--- config.mk ---
export PLATFORM = sky130hd
export DESIGN_NAME = opf_div_step
export DESIGN_NICKNAME = d
export VERILOG_FILES = /design/src/design/opf_pkg.sv /design/src/design/opf_div_step.sv
export SDC_FILE = /design/constraint.sdc
export NUM_CORES = 1
export LEC_CHECK = 0
export BUFFER_PORTS_ARGS = -buffer_cell sky130_fd_sc_hd__clkbuf_2
export CAP_MARGIN = 20
export CORE_MARGIN = 3
export CORE_UTILIZATION = 27
export DETAILED_ROUTE_END_ITERATION = 6
export HOLD_SLACK_MARGIN = 0.02
export SYNTH_ARGS = -nofsm -noshare
export SYNTH_HDL_FRONTEND = slang
export SYNTH_SLANG_ARGS = --single-unit
--- constraint.sdc ---
create_clock -name i_clk -period 5.5 [get_ports i_clk]
set_input_delay 1.1 -clock i_clk [delete_from_list [all_inputs] [get_ports i_clk]]
set_output_delay 1.1 -clock i_clk [all_outputs]
set_load 0.05 [all_outputs]
--- src/design/opf_pkg.sv ---
// opf_pkg: shared types and constants for the orbit proximity filter
// no dependencies
package opf_pkg;
    localparam int unsigned DivBits = 40;
    localparam logic [31:0] EccCircular = 32'd13421772;
    localparam logic [31:0] HalfTurn = 32'h8000_0000;

    typedef enum logic [2:0] {
        REG_PERIHELION   = 3'd0,
        REG_ECCENTRICITY = 3'd1,
        REG_INCLINATION  = 3'd2,
        REG_NODE         = 3'd3,
        REG_ARGUMENT     = 3'd4,
        REG_PHASE        = 3'd5
    } t_reg_index;

    localparam logic OP_LOAD = 1'b0;
    localparam logic OP_TEST = 1'b1;

    typedef struct packed {
        logic [15:0] idx;
        logic        ok_simple;
        logic        t_en;
        logic        p_zero;
        logic [39:0] d;
        logic [39:0] p;
        logic [39:0] rem;
    } t_item;
endpackage

--- src/design/opf_div_step.sv ---
// opf_div_step: one restoring remainder step of the epoch / period divider
// depends on opf_pkg
module opf_div_step #(
    parameter int unsigned BIT = 39
) (
    input  logic          i_clk,
    input  logic          i_rst_n,
    input  logic          i_adv,
    input  logic          i_valid,
    input  opf_pkg::t_item i_item,
    output logic          o_valid,
    output opf_pkg::t_item o_item
);
    import opf_pkg::*;

    logic   r_valid;
    t_item  r_item;
    t_item  n_item;
    logic [40:0] w_trial;

    always_comb begin
        n_item  = i_item;
        w_trial = {i_item.rem, i_item.d[BIT]};
        if (w_trial >= {1'b0, i_item.p}) begin
            w_trial = w_trial - {1'b0, i_item.p};
        end
        n_item.rem = w_trial[39:0];
    end

    always_ff @(posedge i_clk) begin
        if (!i_rst_n) begin
            r_valid <= 1'b0;
        end else if (i_adv) begin
            r_valid <= i_valid;
        end
        if (i_adv) begin
            r_item <= n_item;
        end
    end

    assign o_valid = r_valid;
    assign o_item  = r_item;
endmodule

-- Word level (Yosys, flattened, before mapping)
Cells that the tools add are included.
- bits in registers: 140
- input port bits: 143
- output and inout port bits: 140
- logic and storage cells: 11
- add/sub/neg operators: 1
- $lt $le $gt $ge: 1
- muxes and demuxes: 1
- operators with widths (cell ; count):
    $ge A41 B40 Y1 ; 1
    $mux W40 ; 1
    $sub A40 B40 Y40 ; 1

-- Depth between registers and ports, before layout
Gate-level depths: netlist (run 1).
- depth after elaboration: 2
- depth in mapped cells: 14
- mapped depth without buffers: 13

-- Worst setup path before layout (run 1)
Ideal clock, no wire load.
- path type: in2reg
- start point: in i_item[74] in the netlist's numbering
- end point: reg r_item, in the netlist o_item[24] (data pin)
- setup time: 0.270 ns
- arrival time: 3.202 ns
- required time: 5.230 ns
- setup slack: 2.027 ns
- stages: 12
- path buffers: 1
- path through: inv_1 > ha_1 > a21oi_2 > o21bai_1 > a21o_1 > a21o_1 > a21o_1 > a2111oi_4 > nand3_2 > clkbuf_1 > nor2_1 > a21oi_1
- word-level cells in the longest chain between the ends: 2
- ends and longest elaborated chain (element ; line ; source):
    start: declaration ; opf_div_step.sv:10 ; input opf_pkg::t_item i_item,
    $ge A41 B40 Y1 ; opf_div_step.sv:24 ; if (w_trial >= {1'b0, i_item.p}) begin
    $mux W40 ; opf_div_step.sv:24 ;
    via w_trial[24] ; opf_div_step.sv:19 ; logic [40:0] w_trial;
    end signal: assignment ; opf_div_step.sv:37 ; r_item <= n_item;
    end: declaration ; opf_div_step.sv:17 ; t_item r_item;
The timed path passes the listed nets, and every way through them passes these cells.
A chain may end at the register's enable or synchronous reset.

-- Worst setup path in the final report (run 1)
- start point: in i_item[57] in the netlist's numbering
- end point: reg r_item, in the netlist o_item[36] (data pin)
- word-level cells in the longest chain between the ends: 2
- elaborated cells between the ends (all ways): 3
- classes of those cells: add/sub (1); order compare (1); mux (1)
- ends and longest elaborated chain (element ; line):
    $sub A40 B40 Y40 or $ge A41 B40 Y1 (tied branches) ; opf_div_step.sv:25, opf_div_step.sv:24
    $mux W40 (*) ; opf_div_step.sv:24
    via w_trial[36] ; opf_div_step.sv:19
The timed path passes the listed nets; every way through them passes the cells marked *.

==> impl_metrics.toml, run 1 <==
[route]
num_vias = 5623
wire_per_inst_um = 16.90
drt-total-wl_um = 20520
drt.antenna.violating_nets = 0
dr.pass1.iters = 5
drtIter0Drc = 374
vias_per_cell = 4.632
drc = 0

[floorplan]
dieHeight_um = 166.5
pin_count = 283
core.rowCount = 58
die_w_um = 166.5
start_util_pct = 27.53
dieArea_um2 = 27710
core-area_um2 = 25250

[clock_tree]
htree_levels = 4
cts_resized = 0
clock-sinks = 140
post_cts_buffers = 0
ctsHoldBuffers = 0
cts_root_buffer = "clkbuf_16"
path_clk_slew_ps = 70
cts_tree = "yes"
clk_latency_ps = 410
numCtsBuffers = 17
ctsLongestPathBuffers = 2

[sta]
worstMarginPinSlew_ps = 987.3
hold_viol_final = 0
fin_skew_ps = 0
slew_viol_final = 0
rsz0062_at_grt = "false"
finalWorstSetupSlack_ps = 1016
slew_headroom_pct = 33.57
period_minus_slack_ps = 4484
setup_viol = 0
max_freq_ghz = 0.2230
min_period_over_period_pct = 81.53
tns_ps = 0

[synth]
ys.warnings.count = 0
synth_seq_cells = 140
synth.distinct_cells = 58
synth_commonest_cells = "edfxtp_1, a21oi_1, inv_1"
synth_top_area_cell = "edfxtp_1"
synthArstFlopShare_pct = 0
synth-edff-count = 139
syn-instance-count = 582
syn_avg_cell_area_um2 = 11.95
syn_nets = 766
netlist_top_cells_area = "edfxtp_1, ha_1, a21oi_1"
synth_top_area_share_pct = 60.03
netlist_area_um2 = 6953
ys_seq_area_share_pct = 60.32
synth_ff_type = "edfxtp_1"
yosys.cell_count.top_type = "edfxtp_1"

[critical_path]
critPathMaxFanout = 7
cp-end-kind = "flip-flop"
crit_type = "input pin to flip-flop"
r2r_setup_slack_ps = 4900
cp.required_ps = 5660
critPathArrivalTime_ps = 4650
startpoint_type = "input pin"

[global_route]
antenna_found_initial = 1
grt_start_max_net_pins = 52
globalRouteTotalUtil_pct = 14.50
grt_pass1_vias = 5663
grt_pass1_wl_um = 31800
grt_overflow = 0

[placement]
place.gp.congestion = 0.8105
place_ws_ps = 646.0
port_buffers = 282
hpwl_um = 16190

[layout]
antenna_cells = 0
post_route_cells_drive_above_1_share_pct = 36.88
fill_cells = 2558
fin_nets = 1055
area_growth_pct = 33.76

[run_status]
status = "finished, final reports clean"

[pwr]
p_per_area_nw_per_um2 = 360.4
max-vdd-ir-drop_mv = 0.1360
leakage_nw = 4.156

[run]
drv_cap = 0

[hold_path]
hp-class = "flip-flop to flip-flop"
==> metal layers <==
metal,track usage (%),vias up,part of all wire (%)
met1,18.55,2633,43
met2,24.24,240,48
met3,4.367,22,7.9
met4,3.551,2,1.2
met5,0,-,0.083
li1,-,2726,-
==> worst max-delay path: stages <==
cell and delay [ps]:
clkbuf_2 90, inv_1 50, ha_1 420, nand4_1 210
nor4_1 890, o31ai_1 330, a31oi_1 480, o21ai_1 160
a31o_2 270, a211oi_1 290, o21ai_0 130, a31o_1 220
==> power by group <==
| group | total [mW] | switching [mW] | internal (mW) |
|---|---|---|---|
| Combinational | 0.910 | 0.668 | 0.243 |
| Sequential | 1.34 | 0.0326 | 1.31 |
| Clock | 1.10 | 0.510 | 0.594 |
==> per-stage QoR <==
| stage | area, um2 | power [mW] | cells | utilization (%) | hold slack, ps |
|---|---|---|---|---|---|
| final | 9300 | 3.352 | 1214 | 36.83 | 533.6 |
| after global routing | 9300 | 3.504 | 1214 | 36.83 | 590.2 |
| after CTS | 9300 | 3.392 | 1214 | 36.83 | 540.4 |
| after detailed placement | 8748 | 2.277 | 1182 | 34.64 | 530.3 |
| after global placement | 8748 | 2.272 | 1182 | 34.64 | 512.6 |
| after floorplan | 6953 | 2.009 | 582 | - | 742.9 |
==> cell type report <==
cell class | count | area [um2] | share of cell area [%]
clock inverter | 14 | 122.6 | 1.318
timing repair buffer | 286 | 1460 | 15.70
sequential | 140 | 4194 | 45.10
multi-input combinational | 373 | 2482 | 26.69
inverter | 53 | 198.9 | 2.139
clock buffer | 18 | 429.2 | 4.615
tap | 330 | 412.9 | 4.440
==> worst paths after layout <==
| kind | startpoint | to | depth (start not counted) |
|---|---|---|---|
| hold reg to reg | o_valid$_SDFFE_PN0P_ | o_valid$_SDFFE_PN0P_ | 2 |
| hold / removal | o_valid$_SDFFE_PN0P_ | o_valid$_SDFFE_PN0P_ | 2 |
| setup reg to reg | o_valid$_SDFFE_PN0P_ | o_valid$_SDFFE_PN0P_ | 2 |
| setup / recovery | i_item[57] | o_item[36]$_DFFE_PP_ | 12 |
==> layout by cell type, fill, tap and decap left out, types with 4 or more instances in the layout <==
cell type / count
clkbuf_2: 281
edfxtp_1: 139
a21oi_1: 57
inv_1: 53
nand2_1: 44
nor2_1: 41
ha_1: 40
o21ai_0: 30
xnor2_1: 18
clkbuf_16: 17
a21o_1: 14
nand3_1: 13
xor2_1: 13
nor3_1: 9
o21bai_1: 7
nand4_1: 7
a211o_1: 6
inv_6: 6
nor2b_1: 5
a21boi_0: 4
o21a_1: 4
nand2b_1: 4
o21ai_1: 4
clkinvlp_4: 4
==> logic make-up after synthesis <==
logic type	synth area share, %
flip-flops	60.32
AND/OR/NAND/NOR	9.862
multiplexers	0.1440
AO/OA/AOI/OAI	14.31
XOR/XNOR	3.905
buffers and inverters	3.977
adder cells (fa/ha/maj)	7.486
==> sequential cells by signal, indices dropped and copies added (netlist names) <==
signal	cells
o_item	139
o_valid	1
No activity file was read; power rests on OpenSTA's default activity.
==> run 2, diff against run 1 <==
--- a/config.mk
+++ b/config.mk
@@ -5,6 +5,7 @@
 export SDC_FILE = /design/constraint.sdc
 export NUM_CORES = 1
 export LEC_CHECK = 0
+export ABC_AREA = 1
 export BUFFER_PORTS_ARGS = -buffer_cell sky130_fd_sc_hd__clkbuf_2
 export CAP_MARGIN = 20
 export CORE_MARGIN = 3
==> constraint.sdc (replaced) <==
create_clock -name i_clk -period 3.6 [get_ports i_clk]
set_input_delay 0.72 -clock i_clk [delete_from_list [all_inputs] [get_ports i_clk]]
set_output_delay 0.72 -clock i_clk [all_outputs]
set_load 0.05 [all_outputs]
==> impl_metrics.toml, run 2 <==
[placement]
port_buffers = 282
place.gp.congestion = 0.8946
hpwl_um = 21150

[layout]
final_common_cell = "nand2_1"
largest_register_ffs = 139
fin_nets = 1431
postLayoutCoreUtil_pct = 35.53
antenna_cells = 0
area_growth_pct = 29.32
final_cell_mix = "nand2_1, clkbuf_2, inv_1"
post_route_cells_drive_above_1_share_pct = 28.02

[hold_path]
min_path_cells = 1
hp-class = "input pin to flip-flop"

[route]
vias_per_cell = 4.277
drc = 0
num_vias = 7057
drtIter0Drc = 403
drt-total-wl_um = 26310
drt.antenna.violating_nets = 0
dr.pass1.iters = 5
wire_per_inst_um = 15.94

[critical_path]
critPathArrivalTime_ps = 2750
startpoint_type = "input pin"
cp-end-kind = "flip-flop"
crit_type = "input pin to flip-flop"
r2r_cells = 2
slowest_stage = "fa_1"
crit_chain = "clkbuf_2 -> inv_1 -> ha_1 -> inv_1 -> fa_1 -> nand2_1 -> nand3_1 -> nand3_1 -> nand3_1 -> nand2_1 -> nand2_1 -> nand2_1 -> nand3b_1 -> nand3_1 -> nand2_1"
cp.depth = 15
critical-path-max-stage-delay_ps = 450
critPathMaxFanout = 4
path_buf_inv = 3
cpMostUsedCell = "nand2_1"
cpLargestDelayFamily = "simple AND/OR/NAND/NOR gates"
cp.required_ps = 3790

[sta]
setup_viol = 0
slew_headroom_pct = 53.79
slew_viol_final = 0
fin_skew_ps = 0
tns_ps = 0
hold_viol_final = 0
rsz0062_at_grt = "false"
period_minus_slack_ps = 2559
max_freq_ghz = 0.3908
worstMarginPinSlew_ps = 693.1
min_period_over_period_pct = 71.07

[synth]
synth-edff-count = 139
synthArstFlopShare_pct = 0
syn_nets = 1138
syn_avg_cell_area_um2 = 8.558
syn-instance-count = 954
synth_top_area_cell = "edfxtp_1"
ys_seq_area_share_pct = 51.37
yosys.cell_count.top_type = "nand2_1"
ys.warnings.count = 0
synth_commonest_cells = "nand2_1, inv_1, edfxtp_1"
synth_ff_type = "edfxtp_1"
netlist_top_cells_area = "edfxtp_1, nand2_1, inv_1"
netlist_area_um2 = 8164
synth_seq_cells = 140
synth.distinct_cells = 29
synth_top_area_share_pct = 51.13

[floorplan]
pin_count = 283
core-area_um2 = 29720
die_w_um = 179.9
start_util_pct = 27.47
dieArea_um2 = 32360
core.rowCount = 63
dieHeight_um = 179.9

[clock_tree]
ctsLongestPathBuffers = 2
post_cts_buffers = 0
path_clk_slew_ps = 70
ctsHoldBuffers = 0
cts_root_buffer = "clkbuf_16"
cts_resized = 0
cts_tree = "yes"
clk_latency_ps = 420
clock-sinks = 140
numCtsBuffers = 17
htree_levels = 4

[global_route]
grt_pass1_vias = 7336
grt_overflow = 0
globalRouteTotalUtil_pct = 16.28
grt_pass1_wl_um = 41030
grt_start_max_net_pins = 70
antenna_found_initial = 1

[run_status]
status = "finished, final reports clean"

[pwr]
p_per_area_nw_per_um2 = 495.6
max-vdd-ir-drop_mv = 0.2529
leakage_nw = 5.376

[run]
drv_cap = 0
==> run 2: cell count changes after synthesis, sizes merged, moves of 5 or more <==
cell	before	now
nand3	14	91
o21ai	34	11
xor2	13	21
nand3b	1	6
nand2	44	330
inv	53	168
a21oi	58	31
clkbuf	8	0
nor2b	5	0
a211o	6	0
xnor2	18	0
a21o	14	0
nor2	41	82
==> run 2: final timing paths <==
check	startpoint	end	slack [ps]
setup / recovery	i_item[119]	o_item[32]$_DFFE_PP_	1040
hold / removal	i_item[104]	o_item[104]$_DFFE_PP_	460
setup reg to reg	o_valid$_SDFFE_PN0P_	o_valid$_SDFFE_PN0P_	2910
hold reg to reg	o_valid$_SDFFE_PN0P_	o_valid$_SDFFE_PN0P_	590
==> run 2: final cells by class <==
cell class / count / area, um2
Fill cell: 3151 / 19160
Sequential cell: 140 / 4194
Multi-Input combinational cell: 634 / 3233
Timing Repair Buffer: 286 / 1460
Inverter: 168 / 630.6
Tap cell: 390 / 488.0
Clock buffer: 17 / 425.4
Clock inverter: 15 / 126.4
==> run 2: power by group <==
group / total, mW / leakage [nW] / switching [mW] / internal (mW)
Combinational: 1.50 / 3.75 / 1.13 / 0.370
Clock: 1.70 / 0.260 / 0.798 / 0.906
Sequential: 2.03 / 1.37 / 0.0435 / 1.99
Total: 5.23 / 5.38 / 1.97 / 3.26
==> run 2: kinds of logic (layout without fill, tap and decap cells) <==
group	Yosys count	count (layout)	synth area share (%)
DFF	140	140	51.37
buffers and inverters	180	486	9.027
and+or+nand+nor	524	524	27.85
AOI/OAI and AO/OA	48	48	3.126
adders and majority gates	41	41	6.375
xor gates and xnor gates	21	21	2.253
==> run 2: worst reg2reg max path: stages, from the launching register on <==
cell and delay [ps]:
dfxtp_1 310, o21ai_0 180, a21oi_1 60
==> run 2: routing by layer <==
layer / track usage [%] / vias to the layer above / wire length (um)
met5: 0 / - / 13
met4: 4.394 / 2 / 335
met3: 4.310 / 24 / 1598
met2: 27.23 / 221 / 12320
met1: 20.91 / 3175 / 12040
li1: - / 3635 / -
==> run 2: per-stage QoR <==
| step | hold WS, ps | instance area (um2) | worst slack, ps | total power, mW | instances |
|---|---|---|---|---|---|
| 2_1_floorplan | 753.5 | 8164 | 1240 | 3.133 | 954 |
| 3_3_place_gp | 523.7 | 10010 | 594.9 | 3.567 | 1618 |
| 3_5_place_dp | 579.4 | 10010 | 570.7 | 3.578 | 1618 |
| 4_1_cts | 440.2 | 10560 | 1023 | 5.320 | 1650 |
| 5_1_grt | 433.6 | 10560 | 827.7 | 5.513 | 1650 |
| 6_report | 464.6 | 10560 | 1041 | 5.232 | 1650 |
==> run 3, diff against run 2 <==
==> constraint.sdc (replaced) <==
create_clock -name i_clk -period 2.55 [get_ports i_clk]
set_input_delay 0.51 -clock i_clk [delete_from_list [all_inputs] [get_ports i_clk]]
set_output_delay 0.51 -clock i_clk [all_outputs]
set_load 0.05 [all_outputs]
==> impl_metrics.toml, run 3 (same netlist as run 2, synthesis figures left out) <==
[floorplan]
start_util_pct = 27.47
die_w_um = 179.9
pin_count = 283
core.rowCount = 63
core-area_um2 = 29720
dieArea_um2 = 32360
dieHeight_um = 179.9

[sta]
slew_headroom_pct = 67.97
hold_slack_ps = 249.1
max_freq_ghz = 0.4325
fin_skew_ps = 0
min_period_over_period_pct = 90.68
slew_viol_final = 0
rsz0062_at_grt = "false"
setup_viol = 0
period_minus_slack_ps = 2312
hold_viol_final = 0
worstMarginPinSlew_ps = 480.4

[clock_tree]
clk_latency_ps = 430
cts_root_buffer = "clkbuf_16"
path_clk_slew_ps = 60
cts_resized = 0
clock-sinks = 140
ctsLongestPathBuffers = 2
ctsHoldBuffers = 0
htree_levels = 4
post_cts_buffers = 0
numCtsBuffers = 17
cts_tree = "yes"

[pwr]
p_per_area_nw_per_um2 = 690.1
finalPower_mw = 7.712
max-vdd-ir-drop_mv = 0.4044
leakage_nw = 5.753

[hold_path]
holdCritStartpoint = "i_item[129]"
hp-class = "input pin to flip-flop"
min_path_cells = 1

[global_route]
met3_usage_pct = 4.472
grt_start_max_net_pins = 52
antenna_found_initial = 0
met1_usage_pct = 21.55
grt_pass1_wl_um = 41710
busiest_layer = "met2"
grt_overflow = 0
met2_usage_pct = 27.78
globalRouteTotalUtil_pct = 16.69
grt_pass1_vias = 7477

[placement]
port_buffers = 282
hpwl_um = 22350
place.gp.congestion = 0.8988
place_area_um2 = 10580
dp.cells = 1686

[critical_path]
rr_startpoint = "o_valid$_SDFFE_PN0P_"
cpMostUsedCell = "nand2_1"
slowest_stage = "fa_1"
startpoint = "i_item[119]"
crit_chain = "clkbuf_2 -> inv_1 -> ha_1 -> inv_1 -> fa_1 -> nand2_1 -> nand3_1 -> nand3_1 -> nand3_1 -> nand2_1 -> nand2_1 -> nand2_1 -> nand3b_1 -> nand3_1 -> nand2_1"
cp.required_ps = 2730
crit_type = "input pin to flip-flop"
critical-path-max-stage-delay_ps = 440
cp-end-kind = "flip-flop"
critPathMaxFanout = 4
r2r_cells = 2
critPathArrivalTime_ps = 2500
startpoint_type = "input pin"

[route]
num_vias = 7359
drtIter0Drc = 477
drt-total-wl_um = 27100
vias_per_cell = 4.283
drc = 0
drt.antenna.violating_nets = 0
dr.pass1.iters = 5
wire_per_inst_um = 15.78

[layout]
antenna_cells = 0
finalInstanceArea_um2 = 11180
postLayoutCoreUtil_pct = 37.61
post_route_cells_drive_above_1_share_pct = 31.55
area_growth_pct = 36.89
final_cell_mix = "nand2_1, clkbuf_2, inv_1"
fin_nets = 1499
final_common_cell = "nand2_1"
largest_register_ffs = 139
fin_cells = 1718

[run]
drv_cap = 0

[run_status]
status = "finished, final reports clean"
run 3: changes by cell type in the layout (fill, tap and decap cells not counted), moves of 2 or more:
cell        change
inv_8           -2
clkinv_2        +2
inv_6           -5
buf_4          +63
buf_12          +5
clkinvlp_4      -3
bufinv_16       +3
clkinv_4        +3
run 3: power by group:
| group | internal [mW] | total [mW] | switching [mW] | leakage [nW] |
|---|---|---|---|---|
| Clock | 1.54 | 2.56 | 1.02 | 0.290 |
| Sequential | 2.81 | 2.87 | 0.0653 | 1.37 |
| Combinational | 0.654 | 2.28 | 1.63 | 4.10 |
run 3: area by class of cell:
cell class	count	area (um2)
clock buffers	18	429.2
clock inverters	14	167.7
fillers	3141	18540
inverters	168	630.6
multi-input cells	634	3233
flip-flops and latches	140	4194
well taps	390	488.0
repair buffers	354	2033
run 3: worst paths after layout:
| check | slack (ps) | to |
|---|---|---|
| hold / removal | 250 | o_item[129]$_DFFE_PP_ |
| setup / recovery | 240 | o_item[32]$_DFFE_PP_ |
| hold reg to reg | 590 | o_valid$_SDFFE_PN0P_ |
| setup reg to reg | 1870 | o_valid$_SDFFE_PN0P_ |
run 3: per-layer routing:
metal | wire (um) | vias to the layer above
li1 | - | 3777
met1 | 12190 | 3304
met2 | 12780 | 261
met3 | 1774 | 17
met4 | 357 | 0
met5 | 0 | -
run 3: worst max-delay path, delay by kind of cell:
family                   cells  cell delay, ps
AND/OR/NAND/NOR             10            1160
adder cells (fa/ha/maj)      2             590
buffers and inverters        3             240
run 3: per-stage QoR:
step	setup slack [ps]	TNS, ps
after detailed placement	-138.3	-1680
after global routing	99.98	0
after CTS	316.2	0
after global placement	-142.4	-1604
after floorplan	400.0	0
final	237.6	0
